File: src/sv/tmw_pkg.sv
// shared constants, codes and control types of the time map warp block
package tmw_pkg;

  localparam int FRAC_BITS  = 16;
  localparam int MAX_POINTS = 16;

  localparam int OP_W      = 3;
  localparam int DATA_W    = 32;
  localparam int TIME_W    = 48;
  localparam int LEN_W     = 32;
  localparam int DEN_W     = 8;
  localparam int CFG_IDX_W = 2;

  localparam int PT_W   = FRAC_BITS + 1;
  localparam int IDX_W  = (MAX_POINTS > 1) ? $clog2(MAX_POINTS) : 1;
  localparam int CNT_W  = $clog2(MAX_POINTS + 1);
  localparam int NUM_W  = LEN_W + 8;
  localparam int DIV_W  = TIME_W + FRAC_BITS;
  localparam int PROD_W = DIV_W + PT_W;

  // remainder after the integer part of t / span has been resolved
  localparam int DIV_SPLIT = TIME_W;

  localparam logic [PT_W-1:0]   ONE_Q      = {1'b1, {FRAC_BITS{1'b0}}};
  localparam logic [7:0]        BEAT_SCALE = 8'd240;
  localparam logic [TIME_W-1:0] TIME_MAX   = {1'b0, {(TIME_W-1){1'b1}}};
  localparam logic [DEN_W-1:0]  DEN_RESET  = 8'd4;

  localparam logic [OP_W-1:0] OP_CLEAR    = 3'd0;
  localparam logic [OP_W-1:0] OP_INSERT   = 3'd1;
  localparam logic [OP_W-1:0] OP_TO_CLOCK = 3'd2;
  localparam logic [OP_W-1:0] OP_TO_REAL  = 3'd3;
  localparam logic [OP_W-1:0] OP_WARP     = 3'd4;

  localparam logic [CFG_IDX_W-1:0] CFG_MAP_LENGTH = 2'd0;
  localparam logic [CFG_IDX_W-1:0] CFG_BEAT_DEN   = 2'd1;

  typedef enum logic [1:0] {
    DIV_SPAN,
    DIV_TIME,
    DIV_SEG
  } div_sel_t;

  typedef enum logic {
    MUL_SEG,
    MUL_WARP
  } mul_sel_t;

  typedef struct packed {
    logic     load;
    logic     clear;
    logic     insert;
    logic     span_prep;
    logic     div_start;
    div_sel_t div_sel;
    logic     walk_init;
    logic     walk_step;
    logic     mul_start;
    mul_sel_t mul_sel;
    logic     seg_take;
    logic     map_take;
    logic     pass_take;
    logic     warp_take;
    logic     publish;
  } cmd_t;

  typedef struct packed {
    logic [OP_W-1:0] op;
    logic            walk_last;
    logic            seg_skip;
    logic            warp_pass;
    logic            span_zero;
    logic            div_done;
    logic            mul_done;
  } stat_t;

  function automatic logic [PT_W-1:0] clamp_unit(input logic signed [DATA_W-1:0] s);
    logic signed [DATA_W-1:0] one_s;
    logic [PT_W-1:0]          res;
    one_s = $signed(DATA_W'(ONE_Q));
    if (s < 0) begin
      res = '0;
    end else if (s > one_s) begin
      res = ONE_Q;
    end else begin
      res = s[PT_W-1:0];
    end
    return res;
  endfunction

endpackage

File: src/sv/time_map_warp.sv
// Piecewise-linear time map with up to 16 sorted breakpoints and clock-time warp, Q16.16.
// One item at a time: a phase map walks one breakpoint per cycle, then runs at most a
// serial multiply and a serial divide; a warp makes at most three passes through the
// shared one-bit-per-cycle divider plus two serial multiplies. A finished result waits
// in the output register while the next item is taken in. Configuration writes are
// taken every cycle and must only happen while the block is idle.
module time_map_warp (
  input  logic                              clk,
  input  logic                              rst_n,
  input  logic                              in_valid,
  output logic                              in_ready,
  input  logic [tmw_pkg::OP_W-1:0]          in_op,
  input  logic signed [tmw_pkg::DATA_W-1:0] in_point_x,
  input  logic signed [tmw_pkg::DATA_W-1:0] in_point_y,
  input  logic signed [tmw_pkg::DATA_W-1:0] in_phase,
  input  logic [tmw_pkg::DATA_W-1:0]        in_tempo,
  input  logic signed [tmw_pkg::TIME_W-1:0] in_clock_time,
  output logic                              out_valid,
  input  logic                              out_ready,
  output logic signed [tmw_pkg::TIME_W-1:0] out_result_value,
  output logic                              out_status,
  input  logic                              cfg_valid,
  output logic                              cfg_ready,
  input  logic [tmw_pkg::CFG_IDX_W-1:0]     cfg_index,
  input  logic [tmw_pkg::LEN_W-1:0]         cfg_data
);

  tmw_pkg::cmd_t  cmd;
  tmw_pkg::stat_t stat;

  assign cfg_ready = 1'b1;

  tmw_ctrl u_ctrl (
    .clk       (clk),
    .rst_n     (rst_n),
    .in_valid  (in_valid),
    .in_ready  (in_ready),
    .out_valid (out_valid),
    .out_ready (out_ready),
    .stat      (stat),
    .cmd       (cmd)
  );

  tmw_dp u_dp (
    .clk              (clk),
    .rst_n            (rst_n),
    .cmd              (cmd),
    .stat             (stat),
    .in_op            (in_op),
    .in_point_x       (in_point_x),
    .in_point_y       (in_point_y),
    .in_phase         (in_phase),
    .in_tempo         (in_tempo),
    .in_clock_time    (in_clock_time),
    .cfg_we           (cfg_valid && cfg_ready),
    .cfg_index        (cfg_index),
    .cfg_data         (cfg_data),
    .out_result_value (out_result_value),
    .out_status       (out_status)
  );

`ifndef ASSERT_OFF
  // one item in flight: no second transfer right after an accepted one
  a_single_item: assert property (@(posedge clk) disable iff (!rst_n)
    (in_valid && in_ready) |=> !in_ready)
    else $error("input taken while an item is in flight");

  // a new result is only written into a free or draining output slot
  a_publish_free: assert property (@(posedge clk) disable iff (!rst_n)
    cmd.publish |-> (!out_valid || out_ready))
    else $error("result overwrote a pending output");

  // the divider never reports completion directly after it is started
  a_div_restart: assert property (@(posedge clk) disable iff (!rst_n)
    cmd.div_start |=> !stat.div_done)
    else $error("divider finished one cycle after start");
`endif

endmodule

File: src/sv/tmw_div.sv
// restoring divider, one quotient bit per cycle, with a remainder tap after the first DIV_SPLIT quotient bits
module tmw_div (
  input  logic                       clk,
  input  logic                       rst_n,
  input  logic                       start,
  input  logic [tmw_pkg::DIV_W-1:0]  dividend,
  input  logic [tmw_pkg::DIV_W-1:0]  divisor,
  output logic                       done,
  output logic [tmw_pkg::DIV_W-1:0]  quot,
  output logic [tmw_pkg::DIV_W-1:0]  rem_mid
);

  localparam int DC_W = $clog2(tmw_pkg::DIV_W);

  logic                      busy_r;
  logic                      done_r;
  logic [DC_W-1:0]           cnt_r;
  logic [tmw_pkg::DIV_W-1:0] q_r;
  logic [tmw_pkg::DIV_W-1:0] r_r;
  logic [tmw_pkg::DIV_W-1:0] d_r;
  logic [tmw_pkg::DIV_W-1:0] mid_r;
  logic [tmw_pkg::DIV_W:0]   trial;
  logic                      fits;
  logic [tmw_pkg::DIV_W-1:0] r_nxt;

  assign trial = {r_r, q_r[tmw_pkg::DIV_W-1]};
  assign fits  = trial >= {1'b0, d_r};

  always_comb begin
    if (fits) begin
      r_nxt = tmw_pkg::DIV_W'(trial - {1'b0, d_r});
    end else begin
      r_nxt = trial[tmw_pkg::DIV_W-1:0];
    end
  end

  always_ff @(posedge clk) begin
    if (!rst_n) begin
      busy_r <= 1'b0;
      done_r <= 1'b0;
      cnt_r  <= '0;
    end else begin
      done_r <= 1'b0;
      if (start) begin
        busy_r <= 1'b1;
        cnt_r  <= '0;
      end else if (busy_r) begin
        cnt_r <= cnt_r + 1'b1;
        if (cnt_r == DC_W'(tmw_pkg::DIV_W - 1)) begin
          busy_r <= 1'b0;
          done_r <= 1'b1;
        end
      end
    end
  end

  always_ff @(posedge clk) begin
    if (start) begin
      q_r <= dividend;
      d_r <= divisor;
      r_r <= '0;
    end else if (busy_r) begin
      q_r <= {q_r[tmw_pkg::DIV_W-2:0], fits};
      r_r <= r_nxt;
      if (cnt_r == DC_W'(tmw_pkg::DIV_SPLIT - 1)) begin
        mid_r <= r_nxt;
      end
    end
  end

  assign done    = done_r;
  assign quot    = q_r;
  assign rem_mid = mid_r;

endmodule

File: src/sv/tmw_mul.sv
// shift-and-add multiplier, one multiplier bit per cycle
module tmw_mul (
  input  logic                       clk,
  input  logic                       rst_n,
  input  logic                       start,
  input  logic [tmw_pkg::DIV_W-1:0]  a,
  input  logic [tmw_pkg::PT_W-1:0]   b,
  output logic                       done,
  output logic [tmw_pkg::PROD_W-1:0] prod
);

  localparam int MC_W = $clog2(tmw_pkg::PT_W + 1);

  logic                       busy_r;
  logic                       done_r;
  logic [MC_W-1:0]            cnt_r;
  logic [tmw_pkg::PROD_W-1:0] ash_r;
  logic [tmw_pkg::PT_W-1:0]   b_r;
  logic [tmw_pkg::PROD_W-1:0] acc_r;

  always_ff @(posedge clk) begin
    if (!rst_n) begin
      busy_r <= 1'b0;
      done_r <= 1'b0;
      cnt_r  <= '0;
    end else begin
      done_r <= 1'b0;
      if (start) begin
        busy_r <= 1'b1;
        cnt_r  <= '0;
      end else if (busy_r) begin
        cnt_r <= cnt_r + 1'b1;
        if (cnt_r == MC_W'(tmw_pkg::PT_W - 1)) begin
          busy_r <= 1'b0;
          done_r <= 1'b1;
        end
      end
    end
  end

  always_ff @(posedge clk) begin
    if (start) begin
      ash_r <= tmw_pkg::PROD_W'(a);
      b_r   <= b;
      acc_r <= '0;
    end else if (busy_r) begin
      ash_r <= {ash_r[tmw_pkg::PROD_W-2:0], 1'b0};
      b_r   <= b_r >> 1;
      if (b_r[0]) begin
        acc_r <= acc_r + ash_r;
      end
    end
  end

  assign done = done_r;
  assign prod = acc_r;

endmodule

File: src/sv/tmw_dp.sv
// datapath: breakpoint table, polyline walk, span and warp arithmetic, result register
module tmw_dp (
  input  logic                              clk,
  input  logic                              rst_n,
  input  tmw_pkg::cmd_t                     cmd,
  output tmw_pkg::stat_t                    stat,
  input  logic [tmw_pkg::OP_W-1:0]          in_op,
  input  logic signed [tmw_pkg::DATA_W-1:0] in_point_x,
  input  logic signed [tmw_pkg::DATA_W-1:0] in_point_y,
  input  logic signed [tmw_pkg::DATA_W-1:0] in_phase,
  input  logic [tmw_pkg::DATA_W-1:0]        in_tempo,
  input  logic signed [tmw_pkg::TIME_W-1:0] in_clock_time,
  input  logic                              cfg_we,
  input  logic [tmw_pkg::CFG_IDX_W-1:0]     cfg_index,
  input  logic [tmw_pkg::LEN_W-1:0]         cfg_data,
  output logic signed [tmw_pkg::TIME_W-1:0] out_result_value,
  output logic                              out_status
);

  localparam int PT_W  = tmw_pkg::PT_W;
  localparam int DIV_W = tmw_pkg::DIV_W;
  localparam int CNT_W = tmw_pkg::CNT_W;
  localparam int NUM_W = tmw_pkg::NUM_W;

  // breakpoint table
  logic [PT_W-1:0] tx_r [tmw_pkg::MAX_POINTS];
  logic [PT_W-1:0] ty_r [tmw_pkg::MAX_POINTS];
  logic [CNT_W-1:0] cnt_r;
  logic [CNT_W-1:0] skew_r;

  // configuration
  logic [tmw_pkg::LEN_W-1:0] map_len_r;
  logic [tmw_pkg::DEN_W-1:0] beat_den_r;

  // captured item
  logic [tmw_pkg::OP_W-1:0]   op_r;
  logic [PT_W-1:0]            cx_r;
  logic [PT_W-1:0]            cy_r;
  logic                       skew_in_r;
  logic [tmw_pkg::DATA_W-1:0] tempo_r;
  logic [tmw_pkg::TIME_W-1:0] t_r;
  logic                       by_y_r;
  logic [PT_W-1:0]            v_r;

  // walk and segment
  logic [CNT_W-1:0] i_r;
  logic [PT_W-1:0]  my_r;
  logic [PT_W-1:0]  ax_r;
  logic [PT_W-1:0]  ay_r;
  logic [PT_W-1:0]  bx_r;
  logic [PT_W-1:0]  by_r;
  logic [PT_W-1:0]  mapped_r;

  // warp
  logic [NUM_W-1:0]  num_r;
  logic [NUM_W-1:0]  den_r;
  logic [DIV_W-1:0]  span_r;
  logic [DIV_W-1:0]  base_r;
  tmw_pkg::div_sel_t dsel_r;

  // result
  logic [tmw_pkg::TIME_W-1:0] result_r;
  logic                       status_r;
  logic [tmw_pkg::TIME_W-1:0] out_val_r;
  logic                       out_st_r;

  logic                       full;
  logic                       ins_en;
  logic [tmw_pkg::MAX_POINTS-1:0] gt;

  logic [tmw_pkg::IDX_W-1:0] rd_idx;
  logic                      at_end;
  logic [PT_W-1:0]           rd_x;
  logic [PT_W-1:0]           ny;
  logic [PT_W-1:0]           key;
  logic                      adv;

  logic [PT_W-1:0] ra, rb, wa, wb, wdiff, rdiff, vdiff;
  logic            up;
  logic            seg_skip;

  logic                       div_start;
  logic [DIV_W-1:0]           div_a;
  logic [DIV_W-1:0]           div_b;
  logic                       div_done;
  logic [DIV_W-1:0]           quot;
  logic [DIV_W-1:0]           rem_mid;
  logic [DIV_W-1:0]           mul_a;
  logic [PT_W-1:0]            mul_b;
  logic                       mul_done;
  logic [tmw_pkg::PROD_W-1:0] prod;
  logic [DIV_W:0]             warp_sum;
  logic [PT_W-1:0]            seg_val;

  assign full   = (cnt_r == CNT_W'(tmw_pkg::MAX_POINTS));
  assign ins_en = cmd.insert && !full;

  always_comb begin
    for (int k = 0; k < tmw_pkg::MAX_POINTS; k++) begin
      gt[k] = (CNT_W'(k) < cnt_r) && (tx_r[k] > cx_r);
    end
  end

  // stable sorted insert: entries above x shift up by one
  for (genvar k = 0; k < tmw_pkg::MAX_POINTS; k++) begin : g_ent
    logic            prev_gt;
    logic            place;
    logic [PT_W-1:0] below_x;
    logic [PT_W-1:0] below_y;
    if (k == 0) begin : g_first
      assign prev_gt = 1'b0;
      assign below_x = '0;
      assign below_y = '0;
    end else begin : g_rest
      assign prev_gt = gt[k-1];
      assign below_x = tx_r[k-1];
      assign below_y = ty_r[k-1];
    end
    assign place = (CNT_W'(k) <= cnt_r) && !prev_gt && (gt[k] || (CNT_W'(k) == cnt_r));

    always_ff @(posedge clk) begin
      if (ins_en) begin
        if (prev_gt) begin
          tx_r[k] <= below_x;
          ty_r[k] <= below_y;
        end else if (place) begin
          tx_r[k] <= cx_r;
          ty_r[k] <= cy_r;
        end
      end
    end
  end

  // one vertex of the polyline per cycle, y as running maximum
  assign rd_idx = i_r[tmw_pkg::IDX_W-1:0];
  assign at_end = (i_r == cnt_r);
  assign rd_x   = tx_r[rd_idx];
  assign ny     = (ty_r[rd_idx] > my_r) ? ty_r[rd_idx] : my_r;
  assign key    = by_y_r ? ny : rd_x;
  assign adv    = !at_end && (v_r > key);

  assign ra       = by_y_r ? ay_r : ax_r;
  assign rb       = by_y_r ? by_r : bx_r;
  assign wa       = by_y_r ? ax_r : ay_r;
  assign wb       = by_y_r ? bx_r : by_r;
  assign up       = (wb >= wa);
  assign wdiff    = up ? (wb - wa) : (wa - wb);
  assign rdiff    = rb - ra;
  assign vdiff    = v_r - ra;
  assign seg_skip = (rb <= ra) || (v_r < ra);

  always_comb begin
    if (seg_skip) begin
      seg_val = wa;
    end else if (up) begin
      seg_val = wa + quot[PT_W-1:0];
    end else begin
      seg_val = wa - quot[PT_W-1:0];
    end
  end

  always_comb begin
    case (cmd.div_sel)
      tmw_pkg::DIV_SPAN: begin
        div_a = DIV_W'({num_r, {tmw_pkg::FRAC_BITS{1'b0}}});
        div_b = DIV_W'(den_r);
      end
      tmw_pkg::DIV_TIME: begin
        div_a = {t_r, {tmw_pkg::FRAC_BITS{1'b0}}};
        div_b = span_r;
      end
      default: begin
        div_a = DIV_W'(prod[2*PT_W-1:0]);
        div_b = DIV_W'(rdiff);
      end
    endcase
  end

  assign div_start = cmd.div_start;

  always_comb begin
    case (cmd.mul_sel)
      tmw_pkg::MUL_WARP: begin
        mul_a = span_r;
        mul_b = mapped_r;
      end
      default: begin
        mul_a = DIV_W'(vdiff);
        mul_b = wdiff;
      end
    endcase
  end

  assign warp_sum = {1'b0, base_r} + {1'b0, prod[tmw_pkg::FRAC_BITS +: DIV_W]};

  tmw_div u_div (
    .clk      (clk),
    .rst_n    (rst_n),
    .start    (div_start),
    .dividend (div_a),
    .divisor  (div_b),
    .done     (div_done),
    .quot     (quot),
    .rem_mid  (rem_mid)
  );

  tmw_mul u_mul (
    .clk   (clk),
    .rst_n (rst_n),
    .start (cmd.mul_start),
    .a     (mul_a),
    .b     (mul_b),
    .done  (mul_done),
    .prod  (prod)
  );

  // control state
  always_ff @(posedge clk) begin
    if (!rst_n) begin
      cnt_r      <= '0;
      skew_r     <= '0;
      map_len_r  <= '0;
      beat_den_r <= tmw_pkg::DEN_RESET;
    end else begin
      if (cfg_we) begin
        unique case (cfg_index)
          tmw_pkg::CFG_MAP_LENGTH: map_len_r  <= cfg_data;
          tmw_pkg::CFG_BEAT_DEN:   beat_den_r <= cfg_data[tmw_pkg::DEN_W-1:0];
          default: ;
        endcase
      end
      if (cmd.clear) begin
        cnt_r  <= '0;
        skew_r <= '0;
      end else if (ins_en) begin
        cnt_r  <= cnt_r + 1'b1;
        skew_r <= skew_r + CNT_W'(skew_in_r);
      end
    end
  end

  // payload
  always_ff @(posedge clk) begin
    if (cmd.load) begin
      op_r      <= in_op;
      cx_r      <= tmw_pkg::clamp_unit(in_point_x);
      cy_r      <= tmw_pkg::clamp_unit(in_point_y);
      skew_in_r <= (in_point_x != in_point_y);
      v_r       <= tmw_pkg::clamp_unit(in_phase);
      tempo_r   <= in_tempo;
      t_r       <= in_clock_time;
      by_y_r    <= (in_op != tmw_pkg::OP_TO_CLOCK);
      result_r  <= '0;
      status_r  <= 1'b0;
    end
    if (cmd.insert && full) begin
      status_r <= 1'b1;
    end
    if (cmd.span_prep) begin
      num_r <= NUM_W'(map_len_r) * NUM_W'(tmw_pkg::BEAT_SCALE);
      den_r <= NUM_W'(tempo_r) * NUM_W'(beat_den_r);
    end
    if (cmd.div_start) begin
      dsel_r <= cmd.div_sel;
    end
    if (div_done) begin
      case (dsel_r)
        tmw_pkg::DIV_SPAN: span_r <= quot;
        tmw_pkg::DIV_TIME: begin
          v_r    <= PT_W'(quot[tmw_pkg::FRAC_BITS-1:0]);
          base_r <= DIV_W'(t_r) - rem_mid;
        end
        default: ;
      endcase
    end
    if (cmd.walk_init) begin
      i_r  <= '0;
      my_r <= '0;
      ax_r <= '0;
      ay_r <= '0;
    end
    if (cmd.walk_step) begin
      if (adv) begin
        ax_r <= rd_x;
        ay_r <= ny;
        my_r <= ny;
        i_r  <= i_r + 1'b1;
      end else if (at_end) begin
        bx_r <= tmw_pkg::ONE_Q;
        by_r <= tmw_pkg::ONE_Q;
      end else begin
        bx_r <= rd_x;
        by_r <= ny;
      end
    end
    if (cmd.seg_take) begin
      mapped_r <= seg_val;
    end
    if (cmd.map_take) begin
      result_r <= tmw_pkg::TIME_W'(mapped_r);
    end
    if (cmd.pass_take) begin
      result_r <= t_r;
    end
    if (cmd.warp_take) begin
      if (warp_sum > (DIV_W + 1)'(tmw_pkg::TIME_MAX)) begin
        result_r <= tmw_pkg::TIME_MAX;
      end else begin
        result_r <= warp_sum[tmw_pkg::TIME_W-1:0];
      end
    end
    if (cmd.publish) begin
      out_val_r <= result_r;
      out_st_r  <= status_r;
    end
  end

  always_comb begin
    stat.op        = op_r;
    stat.walk_last = !adv;
    stat.seg_skip  = seg_skip;
    stat.warp_pass = (num_r == '0) || (den_r == '0) || (skew_r == '0) ||
                     t_r[tmw_pkg::TIME_W-1];
    stat.span_zero = (span_r == '0);
    stat.div_done  = div_done;
    stat.mul_done  = mul_done;
  end

  assign out_result_value = $signed(out_val_r);
  assign out_status       = out_st_r;

endmodule

File: src/sv/tmw_ctrl.sv
// controller: sequences each operation through the datapath and holds the output valid
module tmw_ctrl (
  input  logic           clk,
  input  logic           rst_n,
  input  logic           in_valid,
  output logic           in_ready,
  output logic           out_valid,
  input  logic           out_ready,
  input  tmw_pkg::stat_t stat,
  output tmw_pkg::cmd_t  cmd
);

  typedef enum logic [4:0] {
    S_IDLE,
    S_DISPATCH,
    S_WALK_INIT,
    S_WALK,
    S_SEG,
    S_SEG_MUL,
    S_SEG_DIV,
    S_MAP_END,
    S_W_MUL,
    S_SPAN_PREP,
    S_SPAN_DIV,
    S_SPAN_WAIT,
    S_SPAN_TEST,
    S_T_WAIT,
    S_DONE
  } state_t;

  state_t state_r, state_nxt;
  logic   out_valid_r, out_valid_nxt;

  always_comb begin
    cmd       = '0;
    state_nxt = state_r;
    unique case (state_r)
      S_IDLE: begin
        if (in_valid) begin
          cmd.load  = 1'b1;
          state_nxt = S_DISPATCH;
        end
      end
      S_DISPATCH: begin
        unique case (stat.op) inside
          tmw_pkg::OP_CLEAR: begin
            cmd.clear = 1'b1;
            state_nxt = S_DONE;
          end
          tmw_pkg::OP_INSERT: begin
            cmd.insert = 1'b1;
            state_nxt  = S_DONE;
          end
          tmw_pkg::OP_TO_CLOCK, tmw_pkg::OP_TO_REAL: state_nxt = S_WALK_INIT;
          tmw_pkg::OP_WARP:                          state_nxt = S_SPAN_PREP;
          default:                                   state_nxt = S_DONE;
        endcase
      end
      S_WALK_INIT: begin
        cmd.walk_init = 1'b1;
        state_nxt     = S_WALK;
      end
      S_WALK: begin
        cmd.walk_step = 1'b1;
        if (stat.walk_last) begin
          state_nxt = S_SEG;
        end
      end
      S_SEG: begin
        if (stat.seg_skip) begin
          cmd.seg_take = 1'b1;
          state_nxt    = S_MAP_END;
        end else begin
          cmd.mul_start = 1'b1;
          cmd.mul_sel   = tmw_pkg::MUL_SEG;
          state_nxt     = S_SEG_MUL;
        end
      end
      S_SEG_MUL: begin
        if (stat.mul_done) begin
          cmd.div_start = 1'b1;
          cmd.div_sel   = tmw_pkg::DIV_SEG;
          state_nxt     = S_SEG_DIV;
        end
      end
      S_SEG_DIV: begin
        if (stat.div_done) begin
          cmd.seg_take = 1'b1;
          state_nxt    = S_MAP_END;
        end
      end
      S_MAP_END: begin
        if (stat.op == tmw_pkg::OP_WARP) begin
          cmd.mul_start = 1'b1;
          cmd.mul_sel   = tmw_pkg::MUL_WARP;
          state_nxt     = S_W_MUL;
        end else begin
          cmd.map_take = 1'b1;
          state_nxt    = S_DONE;
        end
      end
      S_W_MUL: begin
        if (stat.mul_done) begin
          cmd.warp_take = 1'b1;
          state_nxt     = S_DONE;
        end
      end
      S_SPAN_PREP: begin
        cmd.span_prep = 1'b1;
        state_nxt     = S_SPAN_DIV;
      end
      S_SPAN_DIV: begin
        if (stat.warp_pass) begin
          cmd.pass_take = 1'b1;
          state_nxt     = S_DONE;
        end else begin
          cmd.div_start = 1'b1;
          cmd.div_sel   = tmw_pkg::DIV_SPAN;
          state_nxt     = S_SPAN_WAIT;
        end
      end
      S_SPAN_WAIT: begin
        if (stat.div_done) begin
          state_nxt = S_SPAN_TEST;
        end
      end
      S_SPAN_TEST: begin
        if (stat.span_zero) begin
          cmd.pass_take = 1'b1;
          state_nxt     = S_DONE;
        end else begin
          cmd.div_start = 1'b1;
          cmd.div_sel   = tmw_pkg::DIV_TIME;
          state_nxt     = S_T_WAIT;
        end
      end
      S_T_WAIT: begin
        if (stat.div_done) begin
          state_nxt = S_WALK_INIT;
        end
      end
      S_DONE: begin
        // output slot free or draining this cycle
        if (!out_valid_r || out_ready) begin
          cmd.publish = 1'b1;
          state_nxt   = S_IDLE;
        end
      end
      default: state_nxt = S_IDLE;
    endcase
  end

  always_comb begin
    if (cmd.publish) begin
      out_valid_nxt = 1'b1;
    end else if (out_ready) begin
      out_valid_nxt = 1'b0;
    end else begin
      out_valid_nxt = out_valid_r;
    end
  end

  always_ff @(posedge clk) begin
    if (!rst_n) begin
      state_r     <= S_IDLE;
      out_valid_r <= 1'b0;
    end else begin
      state_r     <= state_nxt;
      out_valid_r <= out_valid_nxt;
    end
  end

  assign in_ready  = (state_r == S_IDLE);
  assign out_valid = out_valid_r;

endmodule

File: config.mk
export PLATFORM = sky130hd
export DESIGN_NAME = time_map_warp
export DESIGN_NICKNAME = d
export VERILOG_FILES = /design/src/sv/tmw_pkg.sv /design/src/sv/time_map_warp.sv /design/src/sv/tmw_div.sv /design/src/sv/tmw_mul.sv /design/src/sv/tmw_dp.sv /design/src/sv/tmw_ctrl.sv
export SDC_FILE = /design/constraint.sdc
export NUM_CORES = 2
export LEC_CHECK = 0
export BUFFER_PORTS_ARGS = -buffer_cell sky130_fd_sc_hd__buf_2
export CORE_UTILIZATION = 55
export CTS_CLUSTER_DIAMETER = 50
export DETAILED_ROUTE_END_ITERATION = 6
export GPL_TIMING_DRIVEN = 0
export HOLD_SLACK_MARGIN = 0.05
export PLACE_DENSITY = 0.73
export SYNTH_ARGS = -nofsm -noshare
export SYNTH_HDL_FRONTEND = slang
export SYNTH_SLANG_ARGS = --single-unit
File: constraint.sdc
create_clock -name clk -period 13 [get_ports clk]
set_input_delay 0.65 -clock clk [delete_from_list [all_inputs] [get_ports clk]]
set_output_delay 0.65 -clock clk [all_outputs]
set_load 0.01 [all_outputs]
== Word-level counts from Yosys, hierarchy flattened ==
Memory sizes are Yosys's and may differ from the RTL's. A register that Yosys moved wholly into a read port is not among the register bits.
Index checks and enable logic that the tools add are counted.

* Output and inout port bits: 52
* Input port bits: 218
* Logic and storage cells: 564
* Memories kept: 2
* Register bits after elaboration: 1053
* Memory bits (writable): 544

* Bitwise gates (word level): 35
* Add/subtract/negate cells: 15
* Equal/unequal tests: 51
* Reductions and logical operators: 119
* Order comparisons: 61
* Multipliers: 2
* Muxes and demuxes: 233

{| class="wikitable"
|+ Memory list
! memory !! depth !! width !! rd ports !! clocked after Yosys merged registers in !! write ports !! RTL line !! text
|-
| u_dp.tx_r || 16 || 17 || 17 || 1 || 16 || tmw_dp.sv:26 || <nowiki>logic [PT_W-1:0] tx_r [tmw_pkg::MAX_POINTS];</nowiki>
|-
| u_dp.ty_r || 16 || 17 || 16 || 1 || 16 || tmw_dp.sv:27 || <nowiki>logic [PT_W-1:0] ty_r [tmw_pkg::MAX_POINTS];</nowiki>
|}

{| class="wikitable"
|+ Operators by type and width
! kind !! number
|-
| $mux W17 || 58
|-
| $mux W64 || 6
|-
| $gt A17 B17 Y1 || 18
|-
| $pmux W64 S2 || 2
|-
| $mux W48 || 5
|-
| $mux W1 || 135
|-
| $gt A32 B18 Y1 const B || 3
|-
| $lt A32 B1 Y1 const B || 3
|-
| $sub A17 B17 Y17 || 5
|-
| $add A81 B81 Y81 || 1
|-
| $logic_not A40 Y1 || 2
|-
| $pmux W5 S15 || 1
|-
| $add A64 B64 Y65 || 1
|-
| $ge A65 B64 Y1 || 1
|-
| $gt A65 B47 Y1 const B || 1
|-
| $logic_not A64 Y1 || 1
|-
| $sub A48 B64 Y64 || 1
|-
| $sub A64 B64 Y64 || 1
|-
| $mux W5 || 11
|-
| $logic_and A1 B1 Y1 || 50
|-
| $eq A4 B5 Y1 const A || 8
|-
| $le A4 B5 Y1 const A || 8
|-
| $lt A4 B5 Y1 const A || 8
|-
| $mul A32 B8 Y40 || 1
|-
| 52 further kinds || 185
|}

== Longest topological paths before layout ==
An unclocked memory read counts as a cell.

* Depth in word-level cells: 11
* Mapped depth: 35
* Gate-level depth less buffers: 29

== By module ==
Synthesis repeated with hierarchy kept, for this count alone.

* Cells, all modules: 9635
* Area, all modules: 106363.3 um^2

{| class="wikitable"
|+ By module, submodules not included
! module !! seq. area each (um^2) !! area an instance (um^2) !! cells each !! times used
|-
| tmw_dp || 33021.7 || 79362.4 || 6886 || 1
|-
| tmw_div || 7206.9 || 14171.1 || 1339 || 1
|-
| tmw_mul || 4534.3 || 12034.0 || 1305 || 1
|-
| tmw_ctrl || 100.1 || 784.5 || 103 || 1
|-
| time_map_warp || 0.0 || 11.3 || 2 || 1
|}

== Worst setup path after synthesis ==
No wires, ideal clock.

* Path kind: register to register
* Start point: reg u_dp.span_r[1]
* End point: reg u_dp.u_div.mid_r (netlist bit u_dp.u_div.rem_mid[0]) (enable)
* Slack: 3.327 ns
* Cell stages (with the launch flop): 11
* Data arrival time: 9.006 ns
* Library setup time: 0.666 ns
* Buffers on the path: 2
* Path through: edfxtp_1 -> nor4_1 -> nand4_1 -> nor4_1 -> nor3_1 -> or2_2 -> clkbuf_1 -> nor2_1 -> inv_1 -> clkbuf_1 -> nor4b_1

* Cells in the longest elaborated chain, start to end: 5

{| class="wikitable"
|+ Ends and longest elaborated chain
! element !! RTL line !! text
|-
| start, declared || tmw_dp.sv:57 || <nowiki>logic [DIV_W-1:0] span_r;</nowiki>
|-
| start signal, assigned || tmw_dp.sv:268 || <nowiki>tmw_pkg::DIV_SPAN: span_r <= quot;</nowiki>
|-
| $logic_not A64 Y1 || tmw_dp.sv:324 || <nowiki>stat.span_zero = (span_r == '0);</nowiki>
|-
| $mux W3 || tmw_ctrl.sv:128 || <nowiki>if (stat.span_zero) begin</nowiki>
|-
| $pmux W3 S3 || tmw_ctrl.sv:37 || <nowiki>unique case (state_r)</nowiki>
|-
| $not A1 Y1 (no line) || - ||
|-
| $reduce_and A3 Y1 (no line) || - ||
|-
| end signal, assigned || tmw_div.sv:66 || <nowiki>mid_r <= r_nxt;</nowiki>
|-
| end, declared || tmw_div.sv:21 || <nowiki>logic [tmw_pkg::DIV_W-1:0] mid_r;</nowiki>
|}

No other way between the ends.
A chain may end at the register's enable or synchronous reset.

== Final worst setup path ==
* Start point: reg u_dp.i_r[0]
* End point: reg u_dp.my_r[2]

* Cells in the longest elaborated chain, start to end: 5

{| class="wikitable"
|+ Ends and longest elaborated chain
! element !! RTL line !! text
|-
| start, declared || tmw_dp.sv:46 || <nowiki>logic [CNT_W-1:0] i_r;</nowiki>
|-
| start signal, assigned || tmw_dp.sv:287 || <nowiki>i_r <= i_r + 1'b1;</nowiki>
|-
| $eq A5 B5 Y1 || tmw_dp.sv:136 || <nowiki>assign at_end = (i_r == cnt_r);</nowiki>
|-
| $logic_not A1 Y1 || tmw_dp.sv:140 || <nowiki>assign adv = !at_end && (v_r > key);</nowiki>
|-
| $logic_and A1 B1 Y1 || tmw_dp.sv:140 ||
|-
| $mux W17 || tmw_dp.sv:283 || <nowiki>if (adv) begin</nowiki>
|-
| $mux W17 || tmw_dp.sv:282 || <nowiki>if (cmd.walk_step) begin</nowiki>
|-
| end signal, assigned || tmw_dp.sv:286 || <nowiki>my_r <= ny;</nowiki>
|-
| end, declared || tmw_dp.sv:47 || <nowiki>logic [PT_W-1:0] my_r;</nowiki>
|}

No other way between the ends.

==> out/metrics.yaml <==
status:
  outcome: "finished with violations"
  violations: "capacitance limit, slew limit"
power_and_ir_drop:
  power.total_uw: 19500
  internal_power_uw: 12000
  clockPowerShare_pct: 28.7
  seqPwrFrac_pct: 35.8
  p_comb_share_pct: 35.6
  p_sw_share_pct: 38.2
  p_leak_uw: 0.0467
  powerDensity_mw_per_mm2: 167
  ir_drop_uv: 165
  p_sw_uw: 7460
worst_setup_path:
  cpMostUsedCell: "o21a_1"
  worstSetupPathType: "register to register"
  cp_top_family: "compound AO/OA/AOI/OAI gates"
  crit_required_ns: 13.79
  startpoint_type: "register"
  cp-end-kind: "register"
  crit_buf_inv: 6
  slowest_delay_ns: 1.04
  slowest_stage: "buf_1"
  critPathArrivalTime_ns: 11.68
  crit_fanout: 10
finish:
  area_growth_pct: 13.2
  regArea_mm2: 0.0448
  num-fill-cells: 14557
  multi_input_area_mm2: 0.0551
  final_nets: 11243
  layout_commonest_cell: "edfxtp_1"
  final_cell_mix: "edfxtp_1 (1290), nand2_1 (758), ha_1 (753)"
  drive_gt1_share_pct: 14.9
  finish.instance_area_mm2: 0.117
timing:
  finalCritPeriodShare_pct: 83.8
  fmax_mhz: 91.8
  rsz0062_at_grt: "false"
  drv_slew: 2
  setup_viol_count_final: 0
  tightest_slew_ns: 1.51
  finClkSkew_ns: 0.0640
  fin_tns_setup_ns: 0
  slew_headroom_pct: -1.82
  setup_ws_ns: 2.11
  period_needed_ns: 10.89
  hold_viol: 0
global_routing:
  grt.total_usage_pct: 37.3
  antenna_found_initial: 19
  grt.overflow.total: 0
  grt_pass1_vias: 79578
  grt_max_degree: 80
  grt_pass1_wl_um: 525000
synthesis:
  syn_nets: 10596
  async_flop_share_pct: 0
  ys_seq_area_share_pct: 43.3
  yosysTopAreaCell: "edfxtp_1"
  synth_area_mm2: 0.103
  synth_top_flop_cell: "edfxtp_1"
  synth_seq_cells: 1594
  ys_types: 86
  synth_top_area_share_pct: 37.5
  synth_edf_count: 1290
  synth.avg_cell_area_um2: 11.0
  synthCells: 9375
  yosys_warnings: 0
  synth_area_leaders: "edfxtp_1 (37%), ha_1 (9.1%), mux2_2 (6.5%)"
clocking:
  cts_setup_buffers: 0
  cts_buffers: 194
  clk_pin_slew_ns: 0.06
  clk_latency_ns: 0.89
  cts.sinks: 1594
  cts_htree_levels: 4
  clockBufferDepth: 3
  clock-root-buffer: "clkbuf_16"
  cts_tree: "built"
flow_run:
  drv_cap: 1
hold_path:
  hold_path.class: "primary input to register"
drt:
  wl_um: 363000
  via_count: 83534
  drt-initial-drc-count: 11172
  wire_per_inst_um: 28.6
  via_per_inst: 6.58
  first_pass_iters: 7
  ant_nets: 0
  drc: 0
placement:
  pre_cts_slack_ns: 2.53
  dpl_cell_area_mm2: 0.109
  gp_congestion: 1.05
  hpwlAfterDp_um: 279000
  portBuffers: 267
floorplan:
  placementRows: 158
  dieWidth_um: 436
  dieArea_mm2: 0.190
  coreArea_mm2: 0.186
  io_pins: 270
  die_h_um: 436
  start_util_pct: 55.6
power by group through the flow:
stage	Sequential, uW	Clock (uW)	Combinational (uW)
after floorplan	6680	0	4810
after global placement	7070	0	6490
after detailed placement	7020	0	6650
after CTS	6930	5600	6750
after global routing	6990	5800	7500
final	6970	5600	6940
cell usage after synthesis (139+ instances only):
cell,number
ha_1,753
nand4_1,141
nor2_1,531
mux4_2,170
mux2i_1,139
mux2_2,593
a21o_1,278
clkbuf_1,400
dfxtp_1,304
a21oi_1,644
and2_1,186
fa_1,250
xnor2_1,268
nand2_1,759
inv_1,535
edfxtp_1,1290
o21ai_0,493
worst reg2reg max path, delay by kind of cell, from the launching register on:
| kind | cells | cell delay (ns) |
|---|---|---|
| compound gates | 17 | 3.73 |
| buf+inv | 6 | 3.28 |
| mux | 4 | 2.03 |
| simple gates | 4 | 0.81 |
| fa+ha+maj | 2 | 0.59 |
| flops | 1 | 0.35 |
logic make-up (layout without fill, tap and decap cells):
| logic type | Yosys count | count (layout) | synth area share (%) |
|---|---|---|---|
| simple gates | 2277 | 2277 | 10.5 |
| compound gates | 2198 | 2198 | 13.6 |
| flops | 1594 | 1594 | 43.3 |
| fa+ha+maj | 1003 | 1003 | 14.0 |
| buf+inv | 998 | 1817 | 3.66 |
| mux | 902 | 902 | 11.5 |
| xor+xnor | 402 | 402 | 3.40 |
| other cells | 1 | 13 | 0.00363 |
layer usage:
metal  up-vias  global-route usage, %  part of all wire [%]
li1      36099                      -                     -
met4        14                   16.5                   5.0
met1     40933                   51.8                    40
met2      5602                   54.6                    42
met5         -                      0                 0.023
met3       886                   9.94                    13
path summary, 6_finish.rpt:
path / start / endpoint / slack [ns] / cells after the start
max: u_dp.i_r[0] / u_dp.my_r[2] / 2.11 / 33
max reg2reg: u_dp.i_r[0] / u_dp.my_r[2] / 2.11 / 33
min: in_phase[4] / u_dp.v_r[4] / 0.09 / 3
min reg2reg: u_dp.result_r[20] / u_dp.out_result_value[20] / 0.42 / 0
final cells by class:
type | instances | area share [%]
multi-input cells | 6783 | 47.0
flip-flops and latches | 1594 | 38.3
clock buffers | 236 | 4.44
repair buffers | 451 | 3.12
well taps | 2480 | 2.65
inverters | 537 | 1.73
plain buffers | 461 | 1.52
clock inverters | 132 | 1.22
diodes | 12 | 0.0256
timing repair:
item | 4_1_cts | 5_1_grt
hold endpoints to repair | 125 | 0
hold buffers | 118 | 0
gates resized for setup | 0 | 0
endpoints found under the setup margin | 0 | 0
per-stage QoR:
| stage | utilization [%] | hold slack [ns] | std cells |
|---|---|---|---|
| 6_report | 62.9 | 0.0884 | 12686 |
| 5_1_grt | 62.9 | 0.0826 | 12674 |
| 4_1_cts | 62.9 | 0.0529 | 12672 |
| 3_5_place_dp | 58.7 | 0.406 | 12186 |
| 3_3_place_gp | 58.0 | 0.401 | 12122 |
| 2_1_floorplan | - | 0.400 | 9375 |
sequential cells by signal (all words and copies together), names as in the netlist, 36 cells and up:
name / count
u_dp.base_r: 64
u_dp.den_r: 40
u_dp.num_r: 36
u_dp.out_result_value: 48
u_dp.result_r: 48
u_dp.span_r: 64
u_dp.t_r: 48
u_dp.tx_r: 272
u_dp.ty_r: 272
u_dp.u_div.d_r: 64
u_dp.u_div.quot: 64
u_dp.u_div.r_r: 64
u_dp.u_div.rem_mid: 64
u_dp.u_mul.ash_r: 80
u_dp.u_mul.prod: 80
No activity file was read; power rests on OpenSTA's default activity.
